$ cat config.mk
export PLATFORM = sky130hd
export DESIGN_NAME = sec_sqrt
export DESIGN_NICKNAME = d
export VERILOG_FILES = /design/src/rtl/sec_sqrt.sv
export SDC_FILE = /design/constraint.sdc
export NUM_CORES = 1
export LEC_CHECK = 0
export BUFFER_PORTS_ARGS = -buffer_cell sky130_fd_sc_hd__buf_4
export CAP_MARGIN = 20
export CORE_ASPECT_RATIO = 0.75
export CORE_UTILIZATION = 45
export CTS_CLUSTER_DIAMETER = 60
export CTS_CLUSTER_SIZE = 14
export DETAILED_ROUTE_END_ITERATION = 6
export PLACE_DENSITY = 0.67
export SYNTH_ARGS = -nofsm -noshare
export SYNTH_HDL_FRONTEND = slang
export SYNTH_SLANG_ARGS = --single-unit
$ cat constraint.sdc
create_clock -name clk_i -period 3.53 [get_ports clk_i]
set_input_delay 0.706 -clock clk_i [delete_from_list [all_inputs] [get_ports clk_i]]
set_output_delay 0.706 -clock clk_i [all_outputs]
set_load 0.02 [all_outputs]
$ cat src/rtl/sec_sqrt.sv
// Pipelined integer square root (floor), one root bit per stage.
module sec_sqrt #(
  parameter int RootW = 18,
  parameter int SideW = 1
) (
  input  logic               clk_i,
  input  logic               rst_ni,
  input  logic               valid_i,
  input  logic [2*RootW-1:0] rad_i,
  input  logic [SideW-1:0]   side_i,
  output logic               valid_o,
  output logic [RootW-1:0]   root_o,
  output logic [SideW-1:0]   side_o
);

  localparam int RemW = RootW + 2;
  localparam int RadW = 2 * RootW;

  logic [RootW-1:0] v_q;
  logic [RemW-1:0]  rem_q  [RootW];
  logic [RootW-1:0] root_q [RootW];
  logic [RadW-1:0]  rad_q  [RootW];
  logic [SideW-1:0] side_q [RootW];

  logic [RemW-1:0]  cur_rem  [RootW];
  logic [RootW-1:0] cur_root [RootW];
  logic [RadW-1:0]  cur_rad  [RootW];
  logic [SideW-1:0] cur_side [RootW];
  logic [RootW-1:0] cur_v;

  logic [RemW-1:0]  rem_d  [RootW];
  logic [RootW-1:0] root_d [RootW];

  always_comb begin
    cur_rem[0]  = '0;
    cur_root[0] = '0;
    cur_rad[0]  = rad_i;
    cur_side[0] = side_i;
    cur_v[0]    = valid_i;
    for (int i = 1; i < RootW; i++) begin
      cur_rem[i]  = rem_q[i-1];
      cur_root[i] = root_q[i-1];
      cur_rad[i]  = rad_q[i-1];
      cur_side[i] = side_q[i-1];
      cur_v[i]    = v_q[i-1];
    end
  end

  // Bring down the next two radicand bits, try (root << 2) | 1.
  always_comb begin
    logic [RemW+1:0] rn;
    logic [RemW+1:0] trial;
    for (int i = 0; i < RootW; i++) begin
      rn    = {cur_rem[i], cur_rad[i][RadW-1 -: 2]};
      trial = {2'b00, cur_root[i], 2'b01};
      if (rn >= trial) begin
        rem_d[i]  = RemW'(rn - trial);
        root_d[i] = {cur_root[i][RootW-2:0], 1'b1};
      end else begin
        rem_d[i]  = rn[RemW-1:0];
        root_d[i] = {cur_root[i][RootW-2:0], 1'b0};
      end
    end
  end

  always_ff @(posedge clk_i or negedge rst_ni) begin
    if (!rst_ni) begin
      v_q <= '0;
    end else begin
      v_q <= cur_v;
    end
  end

  always_ff @(posedge clk_i) begin
    for (int i = 0; i < RootW; i++) begin
      rem_q[i]  <= rem_d[i];
      root_q[i] <= root_d[i];
      rad_q[i]  <= {cur_rad[i][RadW-3:0], 2'b00};
      side_q[i] <= cur_side[i];
    end
  end

  assign valid_o = v_q[RootW-1];
  assign root_o  = root_q[RootW-1];
  assign side_o  = side_q[RootW-1];

endmodule

==> results of run 1 <==
## stage by stage
| step | setup WS, ns | total power, mW | std cells | hold WS, ns | area, sq um |
|---|---|---|---|---|---|
| 2_1_floorplan | 0.9775 | 15.13 | 2836 | 0.3096 | 29710 |
| 3_3_place_gp | 0.4353 | 16.22 | 3731 | 0.3097 | 31190 |
| 3_5_place_dp | 0.5136 | 16.35 | 3732 | 0.3121 | 31210 |
| 4_1_cts | 0.4832 | 23.69 | 3823 | 0.1369 | 33310 |
| 5_1_grt | 0.2657 | 24.77 | 3823 | 0.1405 | 33310 |
| 6_report | 0.5302 | 23.44 | 3823 | 0.1831 | 33310 |
## synth_stat cells, drive strengths merged (7+ instances only)
cell	count	share of area, %
buf	9	0.17
mux2i	7	0.24
nor2b	27	0.57
dfxtp	812	55
o41ai	9	0.27
or3	32	0.67
o21ai	139	2.3
nor4	38	0.87
and3	18	0.38
o21a	41	1.0
or2	9	0.19
or4	22	0.58
nand2b	41	0.86
nand2	167	2.1
o211ai	19	0.48
clkbuf	45	0.57
a21boi	8	0.20
xor2	110	3.2
a211oi	14	0.35
a21oi	149	2.5
xnor2	123	3.6
mux2	29	1.1
o31a	11	0.32
a31oi	15	0.32
nor2	175	2.2
ha	190	8.0
nor3	67	1.2
a211o	10	0.29
dfrtp	18	1.5
inv	236	3.0
o31ai	23	0.58
a21o	55	1.4
nand3	40	0.67
nand3b	10	0.25
o21bai	11	0.28
nor3b	7	0.18
nand4	28	0.59
## final timing paths
check,start,to,slack [ns],depth (start not counted)
max,root_q[8][5]$_DFF_P_,rem_q[9][10]$_DFF_P_,0.53,8
min,rad_i[17],rad_q[0][17]$_DFF_P_,0.18,1
max reg2reg,root_q[8][5]$_DFF_P_,rem_q[9][10]$_DFF_P_,0.53,8
min reg2reg,rad_q[9][28]$_DFF_P_,rad_q[10][30]$_DFF_P_,0.31,0
max in group asynchronous,rst_ni,v_q[4]$_DFF_PN0_,2.85,2
min in group asynchronous,rst_ni,v_q[8]$_DFF_PN0_,0.49,2
## layout make-up
cell class	count	area (sq um)
fillers	5849	31960
clock buffers	76	1795
well taps	871	1090
flip-flops and latches	830	16710
inverters	236	885.9
clock inverters	14	297.8
repair buffers	80	606.8
multi-input cells	1716	11930
## sequential cells by signal, indices dropped and copies added, names as in the netlist
signal,count
side_q,18
rad_q,306
rem_q,317
v_q,18
root_q,171
## power by group
| group | switching [mW] | internal [mW] |
|---|---|---|
| sequential | 1.07 | 10.9 |
| clock | 3.33 | 3.91 |
| combinational | 2.24 | 1.96 |
| total | 6.65 | 16.8 |
## routing by layer
metal  wire length [um]  vias to the layer above  global-route usage [%]  part of all wire, %
li1                   -                     9884                       -                    -
met1              28590                     9027                   24.27                   51
met2              23210                      445                   24.87                   42
met3               3025                       81                   3.487                  5.4
met4               1040                        0                   4.483                  1.9
met5                  0                        -                       0                    0
## logic make-up (layout without fill, tap and decap cells)
kind of cell	Yosys count	after routing
and+or+nand+nor	702	702
xor gates and xnor gates	233	233
buffers and inverters	290	406
other	1	1
AOI/OAI and AO/OA	554	554
DFF	830	830
muxes	36	36
adders and majority gates	190	190
## worst max-delay path, stage by stage, from the launching register on
cell	delay (ns)
dfxtp_1	0.33
inv_1	0.05
ha_1	0.40
nand4_1	0.15
or4_1	0.50
o31ai_1	0.52
nor2_1	0.28
buf_6	0.23
o41ai_1	0.42
==> results.py, run 1 <==
metrics = {
    "run_status": {
        "status": "completed",
    },
    "yosys": {
        "synth_top_flop_cell": "dfxtp_1",
        "synth_edf_count": 0,
        "muxShareOfSynthArea_pct": 1.335,
        "syn_area_sq_um": 29710,
        "synthesis.instances": 2836,
        "synth_top_family_by_area": "simple AND/OR/NAND/NOR gates",
        "synth_cell_types": 75,
        "synth_fp_nets": 3066,
        "synth_xor_area_share_pct": 6.869,
        "synth_compound_area_share_pct": 11.85,
        "synthArstFlopShare_pct": 2.169,
        "seq_area_frac_synth_pct": 56.24,
        "syn_area_per_cell_sq_um": 10.48,
        "ys_ff_latch": 830,
        "synth_warnings": 0,
        "synth_fa_ha_area_share_pct": 8.002,
        "synth_simple_gate_area_share_pct": 11.98,
    },
    "sta": {
        "fmax_mhz": 333.4,
        "final-setup-viol-count": 0,
        "finalCritPeriodShare_pct": 84.98,
        "finalHoldViolCount": 0,
        "rsz0062_at_grt": "no",
        "fin_setup_tns_ns": 0,
        "tightest_slew_ns": 0.7813,
        "fin_worst_skew_ns": 0.02533,
        "min_period_ns": 3.000,
        "relSlewSlack_pct": 47.44,
        "drv_slew": 0,
    },
    "placed_design": {
        "dp_hpwl_um": 41770,
        "io_buffers": 59,
        "place.gp.congestion": 0.8871,
    },
    "die": {
        "die_x_um": 298.7,
        "coreArea_sq_um": 65270,
        "die_y_um": 224.5,
        "rows": 81,
        "ios": 60,
        "start_util_pct": 45.52,
        "dieArea_sq_um": 67060,
    },
    "min_path": {
        "worstHoldPathType": "input pin to flop",
    },
    "flow_run": {
        "cap_violations": 0,
    },
    "routing": {
        "firstDrtPassIters": 5,
        "drt-wirelength-per-cell_um": 14.61,
        "vias_per_cell": 5.084,
        "num_vias": 19437,
        "ant_nets": 0,
        "drtIter0Drc": 1270,
        "wl_um": 55860,
        "drc": 0,
    },
    "power": {
        "leakage_nw": 15.47,
        "power_per_cell_area_nw_per_um2": 703.8,
        "peakVddDrop_mv": 0.3615,
    },
    "clock_network": {
        "cts_hold_buf": 1,
        "clk_latency_ns": 0.63,
        "cts_buffers": 71,
        "clkTransAtPathRegs_ns": 0.06,
        "clk_path_buf_depth": 3,
        "cts_root_buffer": "clkbuf_16",
        "clock-sinks": 830,
        "tritoncts": "yes",
        "cts_setup_buffers": 0,
        "post_cts_resize_count": 0,
        "cts_max_level": 3,
    },
    "finish": {
        "final_layout_size_suffix_gt1_share_pct": 7.385,
        "nNetsFinal": 3165,
        "utilization_pct": 51.04,
        "final_cell_mix": "dfxtp_1, inv_1, ha_1",
        "n_antenna_cell": 0,
        "area_delta_synth_final_pct": 12.13,
        "final_common_cell": "dfxtp_1",
    },
    "worst_setup_path": {
        "crit_type": "flop to flop",
        "cp-end-kind": "flop",
        "arrival_ns": 3.48,
        "startpoint_type": "flop",
        "crit_fanout": 13,
        "cp.required_ns": 4.01,
    },
    "global_routing": {
        "grt_pass1_vias": 18682,
        "track_usage_pct": 16.67,
        "antenna_found_initial": 1,
        "grt-ovfl-total": 0,
        "grt_pass1_wl_um": 92120,
        "grt_max_degree": 33,
    },
}
No activity file was read; power rests on OpenSTA's default activity.
==> run 2: changes to the inputs <==
Settings changed: PLACE_DENSITY 0.67 to 0.7.
Clock period 3.53 ns to 2.45 ns, I/O delays scaled along.
==> run 2 against run 1 <==
Net effect: the flow now finishes with violations (negative setup slack); final area rose by 11%; clock power up 41%; register-to-register slack worse by 0.63 ns; largest power group unchanged; highest routed layer unchanged.
==> results.py, run 2 (synthesis results as in run 1) <==
metrics = {
    "finish": {
        "top_register": "rem_q",
        "area_delta_synth_final_pct": 24.28,
        "largest_reg_flops": 317,
        "final_cell_mix": "dfxtp_1, buf_4, inv_1",
        "n_antenna_cell": 0,
        "top_regs": "rem_q (317), rad_q (306), root_q (171)",
        "nNetsFinal": 3448,
        "final_layout_size_suffix_gt1_share_pct": 20.50,
        "final_common_cell": "dfxtp_1",
    },
    "worst_setup_path": {
        "crit_fanout": 5,
        "crit_type": "flop to flop",
        "regToRegEndpoint": "rem_q[15][19]$_DFF_P_",
        "cp.required_ns": 2.96,
        "r2r_start": "root_q[14][8]$_DFF_P_",
        "max_stage_delay_ns": 0.38,
        "cp_top_family": "compound AO/OA/AOI/OAI gates",
        "arrival_ns": 3.06,
        "r2r_slack_ns": -0.10,
        "crit_chain": "inv_1 > ha_1 > a21oi_1 > o21ai_0 > o311a_1 > o21a_1 > a211o_1 > or3_1 > mux2_2",
        "slowest_stage": "o311a_1",
        "startpoint_type": "flop",
        "r2r_cells": 9,
        "cp-end-kind": "flop",
        "cp_num_buf_inv": 1,
    },
    "min_path": {
        "holdPathEnd": "root_q[0][0]$_DFF_P_",
        "worstHoldStart": "rad_i[35]",
        "worstHoldPathType": "input pin to flop",
        "min_path_cells": 2,
    },
    "sta": {
        "finalHoldViolCount": 0,
        "worst_slack_ns": -0.1001,
        "tightest_slew_ns": 0.6928,
        "finalCritPeriodShare_pct": 104.1,
        "rsz0062_at_grt": "yes",
        "fin_setup_tns_ns": -0.1001,
        "min_period_ns": 2.550,
        "holdWs_ns": 0.06873,
        "drv_slew": 0,
        "relSlewSlack_pct": 53.81,
        "fmax_mhz": 392.1,
        "fin_worst_skew_ns": 0.02081,
        "final-setup-viol-count": 1,
    },
    "routing": {
        "drtIter0Drc": 1382,
        "wl_um": 59940,
        "num_vias": 20474,
        "drt-wirelength-per-cell_um": 14.60,
        "ant_nets": 0,
        "firstDrtPassIters": 5,
        "drc": 0,
        "vias_per_cell": 4.988,
    },
    "global_routing": {
        "grt-ovfl-total": 0,
        "antenna_found_initial": 0,
        "grt_pass1_wl_um": 96200,
        "grt_pass1_vias": 19594,
        "grt_max_degree": 21,
        "track_usage_pct": 17.41,
    },
    "clock_network": {
        "clk_path_buf_depth": 3,
        "clkTransAtPathRegs_ns": 0.07,
        "tritoncts": "yes",
        "clock-sinks": 830,
        "cts_root_buffer": "clkbuf_16",
        "clk_latency_ns": 0.63,
        "cts_max_level": 3,
        "cts_buffers": 71,
    },
    "die": {
        "start_util_pct": 45.52,
        "die_y_um": 224.5,
        "rows": 81,
        "ios": 60,
        "dieArea_sq_um": 67060,
        "die_x_um": 298.7,
        "coreArea_sq_um": 65270,
    },
    "run_status": {
        "violations": "negative setup slack",
        "status": "finished, violations left",
    },
    "flow_run": {
        "cap_violations": 0,
    },
    "power": {
        "peakVddDrop_mv": 0.6645,
        "power_per_cell_area_nw_per_um2": 959.7,
        "leakage_nw": 16.96,
    },
    "placed_design": {
        "place.gp.congestion": 0.9145,
        "io_buffers": 59,
        "dp_hpwl_um": 41920,
    },
}
==> run 2: cell types whose count changed in the layout (fill, tap and decap cells not counted), moves of 11 or more <==
cell	before	now
a21oi_2	1	12
nor3_1	64	52
ha_4	0	36
a21oi_1	148	136
dlygate4sd3_1	1	38
buf_4	78	304
dfxtp_2	0	33
nor2_1	175	164
dfxtp_1	812	779
o21ai_0	138	122
ha_1	190	148
==> run 2: report_power, final <==
group / internal (mW) / switching, mW / leakage [nW]
sequential: 15.8 / 1.67 / 7.00
combinational: 4.05 / 3.81 / 8.99
clock: 5.44 / 4.72 / 0.965
==> run 2: how the worst max path moves through the flow <==
stage                          start                    end  slack, ns  depth (start not counted)
4_1_cts        root_q[14][1]$_DFF_P_  rem_q[15][19]$_DFF_P_      -0.13                          9
3_3_place_gp   root_q[10][9]$_DFF_P_  rem_q[11][16]$_DFF_P_      -0.14                          8
3_5_place_dp   root_q[10][0]$_DFF_P_  rem_q[11][16]$_DFF_P_      -0.15                          9
6_report       root_q[14][8]$_DFF_P_  rem_q[15][19]$_DFF_P_      -0.10                          9
5_1_grt        root_q[14][8]$_DFF_P_  rem_q[15][19]$_DFF_P_      -0.21                          9
2_1_floorplan  root_q[14][5]$_DFF_P_  rem_q[15][19]$_DFF_P_      -0.02                          9
==> run 2: repair_timing <==
action	in CTS	in global routing
endpoints found under the hold margin	55	0
hold buffers	38	0
resized for setup	52	226
setup buffers	8	27
setup endpoints to repair	51	224
cloned	2	2
pin swaps	12	74
==> run 2: final cells by class <==
| type | count | area (sq um) |
|---|---|---|
| Inverter | 236 | 885.9 |
| Tap cell | 871 | 1090 |
| Clock inverter | 11 | 160.2 |
| Clock buffer | 78 | 1824 |
| Fill cell | 5545 | 28350 |
| Timing Repair Buffer | 363 | 2983 |
| Sequential cell | 830 | 16750 |
| Multi-Input combinational cell | 1716 | 13230 |
==> run 2: worst register-to-register path, cell delays in order (launching register included) <==
cell,delay (ns)
dfxtp_1,0.32
inv_1,0.05
ha_1,0.34
a21oi_1,0.18
o21ai_0,0.14
o311a_1,0.38
o21a_1,0.19
a211o_1,0.27
or3_1,0.31
mux2_2,0.28
==> run 2: stage by stage <==
step                cell area [sq um]  instances  setup slack, ns  utilization, %  power, mW
finish                          36920       4105          -0.1001           56.57      35.43
global route                    36920       4105          -0.2130           56.57      37.37
CTS                             35610       4080          -0.1283           54.55      34.81
detailed placement              32880       3944          -0.1477           50.38      24.39
global placement                32880       3944          -0.1434           50.38      24.25
floorplan                       29730       2836         -0.02031               -      21.80
==> run 2: routing by layer <==
layer | global-route usage, % | wire length (um)
met1 | 26.07 | 31390
met2 | 24.79 | 24250
met3 | 4.105 | 3247
met4 | 4.599 | 1055
met5 | 0 | 0
